===== config.mk =====
export PLATFORM = sky130hd
export DESIGN_NAME = keyed_permutation_hash_256_core
export DESIGN_NICKNAME = d
export VERILOG_FILES = /design/src/sv/kph_pkg.sv /design/src/sv/kph_ram.sv /design/src/sv/keyed_permutation_hash_256_core.sv
export SDC_FILE = /design/constraint.sdc
export NUM_CORES = 2
export LEC_CHECK = 0
export ABC_CLOCK_PERIOD_IN_PS = 7340
export CAP_MARGIN = 30
export CORE_ASPECT_RATIO = 1.4
export CORE_MARGIN = 2
export CORE_UTILIZATION = 50
export DETAILED_ROUTE_END_ITERATION = 8
export DONT_BUFFER_PORTS = 1
export PLACE_DENSITY = 0.63
export SKIP_CTS_REPAIR_TIMING = 1
export SLEW_MARGIN = 20
export SYNTH_ARGS = -nofsm -noshare
export SYNTH_HDL_FRONTEND = slang
export SYNTH_SLANG_ARGS = --single-unit

===== constraint.sdc =====
create_clock -name clk -period 7.34 [get_ports clk]
set_input_delay 1.468 -clock clk [delete_from_list [all_inputs] [get_ports clk]]
set_output_delay 1.468 -clock clk [all_outputs]
set_load 0.05 [all_outputs]

===== src/sv/kph_pkg.sv =====
// ----------------------------------------------------------------------------
// kph_pkg
// Shared constants and types for the keyed permutation hash core.
// ----------------------------------------------------------------------------
package kph_pkg;

    // Default sizes
    localparam int KEY_STORE_DEPTH_DEF = 256;
    localparam int DIGEST_BYTES_DEF    = 32;

    // Fixed geometry of the permutation table and words
    localparam int TABLE_DEPTH = 256;
    localparam int TABLE_AW    = 8;
    localparam int BYTE_W      = 8;
    localparam int INDEX_W     = 5;

    // Controller states, one-hot
    typedef enum logic [8:0] {
        S_IDLE    = 9'b000000001,
        S_INIT    = 9'b000000010,
        S_RD_I    = 9'b000000100,
        S_RD_SEL  = 9'b000001000,
        S_WR_I    = 9'b000010000,
        S_WR_SEL  = 9'b000100000,
        S_D_START = 9'b001000000,
        S_D_STEP  = 9'b010000000,
        S_D_EMIT  = 9'b100000000
    } state_t;

endpackage


===== src/sv/kph_ram.sv =====
// ----------------------------------------------------------------------------
// kph_ram
// Generic simple dual-port RAM: one write port, one read port, registered read.
// ----------------------------------------------------------------------------
module kph_ram #(
    parameter int WIDTH = 8,
    parameter int DEPTH = 256,
    parameter int AW    = (DEPTH > 1) ? $clog2(DEPTH) : 1
) (
    input  logic             clk,
    input  logic             wr_en,
    input  logic [AW-1:0]    wr_addr,
    input  logic [WIDTH-1:0] wr_data,
    input  logic [AW-1:0]    rd_addr,
    output logic [WIDTH-1:0] rd_data
);

    logic [WIDTH-1:0] mem [DEPTH];

    // Write port and registered read port
    always_ff @(posedge clk)
    begin
        if (wr_en)
        begin
            mem[wr_addr] <= wr_data;
        end
        rd_data <= mem[rd_addr];
    end

endmodule


===== src/sv/keyed_permutation_hash_256_core.sv =====
// ----------------------------------------------------------------------------
// keyed_permutation_hash_256_core
// Keyed byte-permutation digest with an RC4-style table shuffle.
// ----------------------------------------------------------------------------
// Usage:
//   Input channel (in_valid / in_stall) carries one key word per cycle:
//   key_byte plus last_byte. The first KEY_STORE_DEPTH bytes of a key are
//   kept in the key RAM; later bytes are dropped. The word with last_byte
//   set closes the key and starts the hash; in_stall stays high until the
//   whole digest has been handed to the output register.
//   Output channel (out_valid / out_stall) gives DIGEST_BYTES words:
//   hash_byte, byte_index (position mod 32) and last_out on the final one.
// Timing:
//   Key bytes: one per cycle while the core is idle. After the last byte,
//   the table is filled with the identity, then the shuffle handles each
//   entry in turn (read entry, read partner, two write-backs through the
//   single-write-port table RAM), then a setup state and, per digest byte,
//   a step state and an emit state (chained table reads); the emit state
//   waits while the receiver stalls.
// Reset clears state, key count and out_valid; the data registers and
// RAM are not cleared. A stalled output word holds, the digest walk waits.
// ----------------------------------------------------------------------------
module keyed_permutation_hash_256_core #(
    parameter int KEY_STORE_DEPTH = kph_pkg::KEY_STORE_DEPTH_DEF,
    parameter int DIGEST_BYTES    = kph_pkg::DIGEST_BYTES_DEF
) (
    input  logic                        clk,
    input  logic                        rst_n,
    input  logic                        in_valid,
    output logic                        in_stall,
    input  logic [kph_pkg::BYTE_W-1:0]  key_byte,
    input  logic                        last_byte,
    output logic                        out_valid,
    input  logic                        out_stall,
    output logic [kph_pkg::BYTE_W-1:0]  hash_byte,
    output logic [kph_pkg::INDEX_W-1:0] byte_index,
    output logic                        last_out
);

    localparam int KW = (KEY_STORE_DEPTH > 1) ? $clog2(KEY_STORE_DEPTH) : 1;
    localparam int CW = $clog2(KEY_STORE_DEPTH + 1);
    localparam int TW = kph_pkg::TABLE_AW;
    localparam int BW = kph_pkg::BYTE_W;

    kph_pkg::state_t state_reg, state_next;

    logic [CW-1:0] count_reg, count_next;
    logic [KW-1:0] kidx_reg, kidx_next;
    logic [TW-1:0] idx_reg, idx_next;
    logic [TW-1:0] k_reg, k_next;
    logic [TW-1:0] j_reg, j_next;
    logic [TW-1:0] sel_reg, sel_next;
    logic [BW-1:0] a_reg, a_next;

    logic          out_valid_reg, out_valid_next;
    logic [BW-1:0] hash_reg, hash_next;
    logic [kph_pkg::INDEX_W-1:0] bidx_reg, bidx_next;
    logic          lastout_reg, lastout_next;

    logic          in_acc;
    logic          out_free;
    logic [TW-1:0] sel_comb;
    logic [TW-1:0] jstep_comb;

    // Key RAM ports
    logic          key_we;
    logic [KW-1:0] key_wa;
    logic [BW-1:0] key_rd;

    // Table RAM ports
    logic          tab_we;
    logic [TW-1:0] tab_wa;
    logic [BW-1:0] tab_wd;
    logic [TW-1:0] tab_ra;
    logic [BW-1:0] tab_rd;

    kph_ram #(.WIDTH(BW), .DEPTH(KEY_STORE_DEPTH), .AW(KW)) u_key_ram (
        .clk     (clk),
        .wr_en   (key_we),
        .wr_addr (key_wa),
        .wr_data (key_byte),
        .rd_addr (kidx_reg),
        .rd_data (key_rd)
    );

    kph_ram #(.WIDTH(BW), .DEPTH(kph_pkg::TABLE_DEPTH), .AW(TW)) u_tab_ram (
        .clk     (clk),
        .wr_en   (tab_we),
        .wr_addr (tab_wa),
        .wr_data (tab_wd),
        .rd_addr (tab_ra),
        .rd_data (tab_rd)
    );

    // Handshake helpers
    assign in_stall = (state_reg != kph_pkg::S_IDLE);
    assign in_acc   = in_valid && !in_stall;
    assign out_free = !out_valid_reg || !out_stall;

    // Partner index and chained digest index
    assign sel_comb   = tab_rd + key_rd;
    assign jstep_comb = tab_rd + k_reg;

    // Key store write: only while below depth
    assign key_we = in_acc && (count_reg < CW'(KEY_STORE_DEPTH));
    assign key_wa = count_reg[KW-1:0];

    // Table RAM port muxing
    always_comb
    begin
        tab_we = 1'b0;
        tab_wa = idx_reg;
        tab_wd = idx_reg;
        tab_ra = j_reg;
        unique case (state_reg)
            kph_pkg::S_INIT:
            begin
                tab_we = 1'b1;
            end
            kph_pkg::S_RD_I:
            begin
                tab_ra = idx_reg;
            end
            kph_pkg::S_RD_SEL:
            begin
                tab_ra = sel_comb;
            end
            kph_pkg::S_WR_I:
            begin
                tab_we = 1'b1;
                tab_wd = tab_rd;
            end
            kph_pkg::S_WR_SEL:
            begin
                tab_we = 1'b1;
                tab_wa = sel_reg;
                tab_wd = a_reg;
            end
            kph_pkg::S_D_STEP:
            begin
                tab_ra = jstep_comb;
            end
            default:
            begin
                tab_ra = j_reg;
            end
        endcase
    end

    // Controller
    always_comb
    begin
        state_next     = state_reg;
        count_next     = count_reg;
        kidx_next      = kidx_reg;
        idx_next       = idx_reg;
        k_next         = k_reg;
        j_next         = j_reg;
        sel_next       = sel_reg;
        a_next         = a_reg;
        out_valid_next = out_valid_reg && out_stall;
        hash_next      = hash_reg;
        bidx_next      = bidx_reg;
        lastout_next   = lastout_reg;

        unique case (state_reg)
            kph_pkg::S_IDLE:
            begin
                if (in_acc)
                begin
                    if (key_we)
                    begin
                        count_next = count_reg + CW'(1);
                    end
                    if (last_byte)
                    begin
                        idx_next   = '0;
                        state_next = kph_pkg::S_INIT;
                    end
                end
            end
            kph_pkg::S_INIT:
            begin
                idx_next = idx_reg + TW'(1);
                if (idx_reg == '1)
                begin
                    kidx_next  = '0;
                    state_next = kph_pkg::S_RD_I;
                end
            end
            kph_pkg::S_RD_I:
            begin
                state_next = kph_pkg::S_RD_SEL;
            end
            kph_pkg::S_RD_SEL:
            begin
                a_next     = tab_rd;
                sel_next   = sel_comb;
                state_next = kph_pkg::S_WR_I;
            end
            kph_pkg::S_WR_I:
            begin
                state_next = kph_pkg::S_WR_SEL;
            end
            kph_pkg::S_WR_SEL:
            begin
                // key index runs i mod len
                if (CW'(kidx_reg) + CW'(1) == count_reg)
                begin
                    kidx_next = '0;
                end
                else
                begin
                    kidx_next = kidx_reg + KW'(1);
                end
                idx_next = idx_reg + TW'(1);
                if (idx_reg == '1)
                begin
                    j_next     = '0;
                    k_next     = '0;
                    state_next = kph_pkg::S_D_START;
                end
                else
                begin
                    state_next = kph_pkg::S_RD_I;
                end
            end
            kph_pkg::S_D_START:
            begin
                state_next = kph_pkg::S_D_STEP;
            end
            kph_pkg::S_D_STEP:
            begin
                j_next     = jstep_comb;
                state_next = kph_pkg::S_D_EMIT;
            end
            kph_pkg::S_D_EMIT:
            begin
                if (out_free)
                begin
                    out_valid_next = 1'b1;
                    hash_next      = tab_rd;
                    bidx_next      = k_reg[kph_pkg::INDEX_W-1:0];
                    lastout_next   = (k_reg == TW'(DIGEST_BYTES - 1));
                    k_next         = k_reg + TW'(1);
                    if (k_reg == TW'(DIGEST_BYTES - 1))
                    begin
                        count_next = '0;
                        state_next = kph_pkg::S_IDLE;
                    end
                    else
                    begin
                        state_next = kph_pkg::S_D_STEP;
                    end
                end
            end
            default:
            begin
                state_next = kph_pkg::S_IDLE;
            end
        endcase
    end

    // Control registers
    always_ff @(posedge clk or negedge rst_n)
    begin
        if (!rst_n)
        begin
            state_reg     <= kph_pkg::S_IDLE;
            count_reg     <= '0;
            out_valid_reg <= 1'b0;
        end
        else
        begin
            state_reg     <= state_next;
            count_reg     <= count_next;
            out_valid_reg <= out_valid_next;
        end
    end

    // Datapath registers
    always_ff @(posedge clk)
    begin
        kidx_reg    <= kidx_next;
        idx_reg     <= idx_next;
        k_reg       <= k_next;
        j_reg       <= j_next;
        sel_reg     <= sel_next;
        a_reg       <= a_next;
        hash_reg    <= hash_next;
        bidx_reg    <= bidx_next;
        lastout_reg <= lastout_next;
    end

    assign out_valid  = out_valid_reg;
    assign hash_byte  = hash_reg;
    assign byte_index = bidx_reg;
    assign last_out   = lastout_reg;

endmodule


### After elaboration in Yosys (flattened, before gate mapping)

Memories as Yosys holds them, arrays and structs flattened. A register that Yosys moved wholly into a read port is not among the register bits.
Cells that the tools add are included.

| word-level totals | value |
|---|---|
| flip-flop bits (word level) | 81 |
| bits in latches | 0 |
| RAM bits | 4096 |
| ROM bits | 0 |
| input port bits | 13 |
| output and inout port bits | 16 |
| memories kept | 2 |

Memories:

| name | words | width | rd ports | clocked after Yosys merged registers in | write ports | RTL line | RTL |
|---|---|---|---|---|---|---|---|
| u_key_ram.mem | 256 | 8 | 1 | 1 | 1 | kph_ram.sv:18 | `logic [WIDTH-1:0] mem [DEPTH];` |
| u_tab_ram.mem | 256 | 8 | 1 | 1 | 1 | kph_ram.sv:18 |  |

| operators by class | value |
|---|---|
| $add $sub $neg | 7 |
| multiply operators | 0 |
| div/mod/pow operators | 0 |
| order comparisons | 1 |
| equal/unequal tests | 20 |
| shift-type cells | 0 |
| muxes and demuxes | 31 |
| bitwise gates (word level) | 0 |
| reductions and logical operators | 21 |

Operators by type and width:

| operator | number |
|---|---|
| 9-bit case mux with 9 select lines | 1 |
| 8-bit case mux with 2 select lines | 5 |
| 9-bit 2-to-1 mux | 8 |
| 8-bit 2-to-1 mux | 7 |
| 8-bit by 1-bit adder with 8-bit output (second input constant) | 3 |
| 8-bit case mux with 3 select lines | 1 |
| 9-bit case mux with 2 select lines | 1 |
| 8-bit adder | 2 |
| 2-bit != test (second input constant) | 7 |
| 2-bit nonzero test | 5 |
| 8-bit by 1-bit adder with 9-bit output (second input constant) | 1 |
| 9-bit by 1-bit adder with 9-bit output (second input constant) | 1 |
| 9-bit by 1-bit equality test with 1-bit output (second input constant) | 1 |
| 9-bit by 2-bit equality test with 1-bit output (second input constant) | 1 |
| 9-bit by 3-bit equality test with 1-bit output (second input constant) | 1 |
| 9-bit by 4-bit equality test with 1-bit output (second input constant) | 1 |
| 9-bit by 5-bit equality test with 1-bit output (second input constant) | 1 |
| 9-bit by 6-bit equality test with 1-bit output (second input constant) | 1 |
| 9-bit by 7-bit equality test with 1-bit output (second input constant) | 1 |
| 9-bit by 8-bit equality test with 1-bit output (second input constant) | 1 |
| 9-bit equality test | 1 |
| 9-bit equality test (second input constant) | 1 |
| 9-bit < comparator (second input constant) | 1 |
| 9-bit by 1-bit != test with 1-bit output (second input constant) | 1 |
| 13 further kinds | 26 |

### Longest topological paths before layout

| depth | value |
|---|---|
| depth after elaboration | 7 |
| depth in mapped cells | 18 |

### By module

A second synthesis with hierarchy kept.

| second synthesis, totals | value |
|---|---|
| cells, all modules | 7905 |
| area total of the unflattened synthesis | 163755.8 sq um |

Modules (own cells, without submodules):

| module | times used | cells each | area an instance (sq um) | seq. area each (sq um) |
|---|---|---|---|---|
| kph_ram | 2 | 3733 | 79556.3 | 61659.1 |
| keyed_permutation_hash_256_core | 1 | 439 | 4643.2 | 2338.5 |

### Least setup slack after synthesis

Ideal clock, no wire load.

| path | value |
|---|---|
| kind | reg-to-reg |
| start | register state_reg[3] |
| end | memory u_tab_ram.mem[0][0] (data pin) |
| setup time | 820 ps |
| arrival time | 5331 ps |
| data required time | 6520 ps |
| slack | 1189 ps |
| stages on the path, launching flop included | 9 |
| path buffers | 4 |
| cells stage by stage | dfrtp_1 > buf_2 > nor4_1 > and3_1 > clkbuf_1 > clkbuf_1 > buf_1 > a22oi_1 > nand2_1 |

| between the ends | value |
|---|---|
| cells in the longest elaborated chain, start to end | 2 |

Ends and longest elaborated chain:

| item | RTL line | RTL |
|---|---|---|
| start, declared | keyed_permutation_hash_256_core.sv:45 | `kph_pkg::state_t state_reg, state_next;` |
| start signal, assigned | keyed_permutation_hash_256_core.sv:269 | `state_reg <= kph_pkg::S_IDLE;` |
| start signal, assigned | keyed_permutation_hash_256_core.sv:275 | `state_reg <= state_next;` |
| 9-bit by 6-bit equality test with 1-bit output / 9-bit by 5-bit equality test with 1-bit output (equally long branches) | keyed_permutation_hash_256_core.sv:115 | `unique case (state_reg)` |
| 8-bit case mux with 2 select lines * | keyed_permutation_hash_256_core.sv:115 |  |
| net tab_wd[0] | keyed_permutation_hash_256_core.sv:73 | `logic [BW-1:0] tab_wd;` |
| end, declared | kph_ram.sv:18 |  |

The timed path passes the listed nets; every way through them passes the cells marked *.

### Worst setup path after layout

| path | value |
|---|---|
| start | register u_tab_ram.rd_data[0], read port of u_tab_ram.mem |
| end | register u_tab_ram.rd_data[3], read port of u_tab_ram.mem |

| between the ends | value |
|---|---|
| cells in the longest elaborated chain, start to end | 2 |

Ends and longest elaborated chain:

| item | RTL line | RTL |
|---|---|---|
| start, declared | kph_ram.sv:15 | `output logic [WIDTH-1:0] rd_data` |
| 8-bit adder | keyed_permutation_hash_256_core.sv:102 | `assign jstep_comb = tab_rd + k_reg;` |
| net jstep_comb[1] | keyed_permutation_hash_256_core.sv:63 | `logic [TW-1:0] jstep_comb;` |
| 8-bit case mux with 3 select lines | keyed_permutation_hash_256_core.sv:115 |  |

The timed path passes the listed nets, and every way through them passes these cells.
A chain may end at the register's enable or synchronous reset.

==> flow_metrics.py <==
metrics = {
    "sta": {
        "setup_viol": 0,
        "rsz0062_at_grt": "no",
        "finalHoldViolations": 0,
        "share_of_the_clock_period_used_by_the_worst_path_after_layout": 0.858,
        "clock-skew-final_ns": 0.0509,
        "maxSlewHeadroom": -0.0644,
        "max_slew.worst_pin.slew_ns": 1.60,
        "fin_crit_ns": 6.29,
        "timing.final.ws_setup_ns": 1.05,
        "setup_tns_ns": 0,
        "max_clk_rate_mhz": 159,
        "slew_violations": 103,
    },
    "logic_synthesis": {
        "most_used_flip_flop_cell_after_synthesis": "edfxtp_1",
        "synth_simple_gate_area_share": 0.0857,
        "synth-compound-area-share": 0.0491,
        "synth.net_count": 10584,
        "synthesized_area_fraction_occupied_by_adder_cells": 0.00181,
        "synth.cell_area_um2": 167000,
        "average_instance_area_after_synthesis_um2": 15.9,
        "synthMuxAreaShare": 0.0918,
        "synth.yosys.seq_area_share": 0.751,
        "async_reset_ff_frac": 0.00453,
        "ys_types": 89,
        "synth_top_family_by_area": "multiplexers",
        "synthesis.yosys.warnings": 0,
        "synth_cells": 10548,
        "flop_and_latch_count_out_of_synthesis": 4193,
        "post_synth_xor_area_fraction": 0.00235,
        "edff_count_synth": 4158,
    },
    "clock_network": {
        "cts_htree_levels": 5,
        "clkSinkCount": 4193,
        "clockBufferDepth": 4,
        "clock_latency_ns": 0.95,
        "cts_tree": "built",
        "clkSlewWorstSetupHoldPaths_ns": 0.06,
        "clock-root-buffer": "clkbuf_16",
        "number_of_buffers_created_by_cts": 403,
    },
    "worst_setup_path": {
        "cp_cell_sequence": "ha_1, fa_1, nor4bb_1, a211oi_2, buf_4, o211ai_1, buf_12, buf_12, buf_4, mux2i_1, mux2i_1, a32o_1, o21ai_0, a21oi_1, nor4_2, buf_4, nor4_1",
        "worstSetupEndpointType": "flip-flop",
        "worst-setup-path-type": "reg2reg",
        "timing.reg2reg.worst_path_depth": 17,
        "critical_path.max_stage_delay_ns": 0.82,
        "crit_path_max_fanout": 64,
        "timing.critical_path.slowest_stage_cell": "nor4_2",
        "crit_path_start_kind": "flip-flop",
        "cp_data_arrival_time_ns": 7.04,
        "crit_required_ns": 8.09,
        "cp_common_cell": "buf_4",
    },
    "drt": {
        "dr.pass1.iters": 9,
        "viasPerCell": 6.26,
        "finalWirelength_mm": 469,
        "drt_iter0_markers": 11920,
        "drtAntennaViolNets": 0,
        "wire_per_inst_um": 30.6,
        "route.vias.total": 95892,
        "route.detailed.drc": 2,
    },
    "die": {
        "core_region_area_um2": 334000,
        "fp-row-count": 251,
        "die-width_um": 493,
        "die_height_um": 689,
        "floorplan.initialDensity": 0.502,
        "top_level_ports": 29,
        "die-area_um2": 340000,
    },
    "cells_and_area": {
        "final_net_count": 10583,
        "layout.cells.most_common_list": "4,158 x edfxtp_1, 1,661 x nand2_1, 788 x mux2i_1",
        "area_grow_syn2layout_pct": 11.2,
        "reg.largest.list": "u_key_ram.mem x2048, u_tab_ram.mem x2048",
        "postLayoutCellArea_um2": 186000,
        "most_frequent_standard_cell_in_the_layout_excluding_fill_and_tap_cells": "edfxtp_1",
        "share_of_final_layout_standard_cells_stronger_than_drive_strength_1": 0.117,
    },
    "placed_design": {
        "placement.setup.worst_slack_ns": 1.20,
        "port-buffer-count": 0,
        "placed_area_um2": 173000,
        "gp_congestion": 0.927,
        "post-dp-hpwl_mm": 281,
    },
    "pwr": {
        "power_density_over_the_cells_nw_per_um2": 332,
        "ir_worst_vdd_mv": 0.319,
        "pwr-share-clk": 0.332,
        "internal_power_w": 0.0435,
        "netSwitchingFraction": 0.295,
        "power_frac_seq": 0.465,
        "power.switching_w": 0.0182,
        "logic_gate_share_of_total_power": 0.202,
        "final_total_pwr_w": 0.0617,
        "leakage_nw": 60.1,
    },
    "global_routing": {
        "pin_count_of_the_biggest_net_entering_global_routing": 257,
        "globalRouteOverflowTotal": 0,
        "first_global_vias": 95068,
        "grt_pass1_wl_mm": 673,
        "antenna_found_initial": 15,
        "grt_util_all_layers": 0.271,
    },
    "flow_run": {
        "max_cap_viol_count": 0,
    },
    "outcome": {
        "violations_in_the_final_reports": "DRC, slew limit",
        "status": "finished with violations",
    },
    "min_path": {
        "hold_path_class": "in2async",
    },
}
## critical path: cells and delay by family (launching register included)
family	cells	cell delay, ns
flops	1	0.48
buf+inv	5	1.56
mux	2	0.38
simple gates	3	1.30
compound gates	5	1.41
fa+ha+maj	2	0.88
## metal layers
metal | GRT usage | vias to the layer above | wire length (um)
met5 | 0 | - | 48
met4 | 0.169 | 8 | 33500
met3 | 0.0414 | 1162 | 33400
li1 | - | 41034 | -
met2 | 0.459 | 4554 | 234000
met1 | 0.327 | 49134 | 168000
## final cells by class
class                   instances  area [um2]
clock buffers                 505       10800
well taps                    4427        5540
multi-input cells            5642       39000
flip-flops and latches       4193      126000
repair buffers                284        2980
fillers                     25866      147000
diodes                         12        30.0
inverters                      23        91.3
clock inverters               222        2050
## cell families (layout without fill, tap and decap cells)
kind of cell / count (synthesis) / after routing
flip-flops: 4193 / 4193
AND/OR/NAND/NOR: 3323 / 3323
multiplexers: 1136 / 1136
AO/OA/AOI/OAI: 1115 / 1115
buffers and inverters: 713 / 1034
XOR/XNOR: 45 / 45
adder cells (fa/ha/maj): 23 / 23
other: 0 / 12
## cell usage after synthesis (all sizes together), types with 18 or more instances
cell type / instances / area [um2]
o21ai: 44 / 220
o211ai: 23 / 173
nand3: 467 / 2340
mux4: 316 / 7120
nand3b: 21 / 158
dfrtp: 18 / 450
nor3: 115 / 592
a311oi: 140 / 1240
and3: 248 / 1560
nand4: 46 / 288
a21oi: 208 / 1040
nor4: 22 / 153
o22ai: 122 / 763
buf: 380 / 1870
inv: 23 / 86.3
mux2: 32 / 360
nand2: 1680 / 6310
xnor2: 18 / 158
clkbuf: 310 / 1160
xor2: 27 / 236
a211oi: 72 / 551
ha: 21 / 263
mux2i: 788 / 7890
a31oi: 94 / 588
a32oi: 47 / 412
o221ai: 245 / 2150
nor2: 656 / 2480
edfxtp: 4158 / 125000
## worst paths after layout
kind                                              start                           end  slack [ns]
setup reg to reg           u_tab_ram.rd_data[0]$_DFF_P_  u_tab_ram.rd_data[3]$_DFF_P_        1.05
min in group clk           u_tab_ram.rd_data[5]$_DFF_P_        hash_byte[5]$_DFFE_PP_        0.58
setup / recovery           u_tab_ram.rd_data[0]$_DFF_P_  u_tab_ram.rd_data[3]$_DFF_P_        1.05
hold reg to reg            u_tab_ram.rd_data[5]$_DFF_P_        hash_byte[5]$_DFFE_PP_        0.58
hold / removal                                    rst_n      state_reg[2]$_DFFE_PN0P_        0.21
max in group asynchronous                         rst_n      state_reg[0]$_DFFE_PN1P_        6.93
## power by group through the flow
stage	Clock [W]	Sequential [W]	Combinational, W
2_1_floorplan	0	0.0296	0.00688
3_3_place_gp	0	0.0292	0.0120
3_5_place_dp	0	0.0292	0.0123
4_1_cts	0.0207	0.0287	0.0123
5_1_grt	0.0216	0.0287	0.0130
6_report	0.0205	0.0287	0.0125
## through the flow
step           utilization  instances  hold slack (ns)
3_3_place_gp         0.518      14521            0.581
4_1_cts              0.557      15280            0.169
5_1_grt              0.558      15299            0.190
2_1_floorplan            -      10548            0.478
6_report             0.558      15308            0.215
3_5_place_dp         0.519      14553            0.572
(Power assumes the default switching activity.)
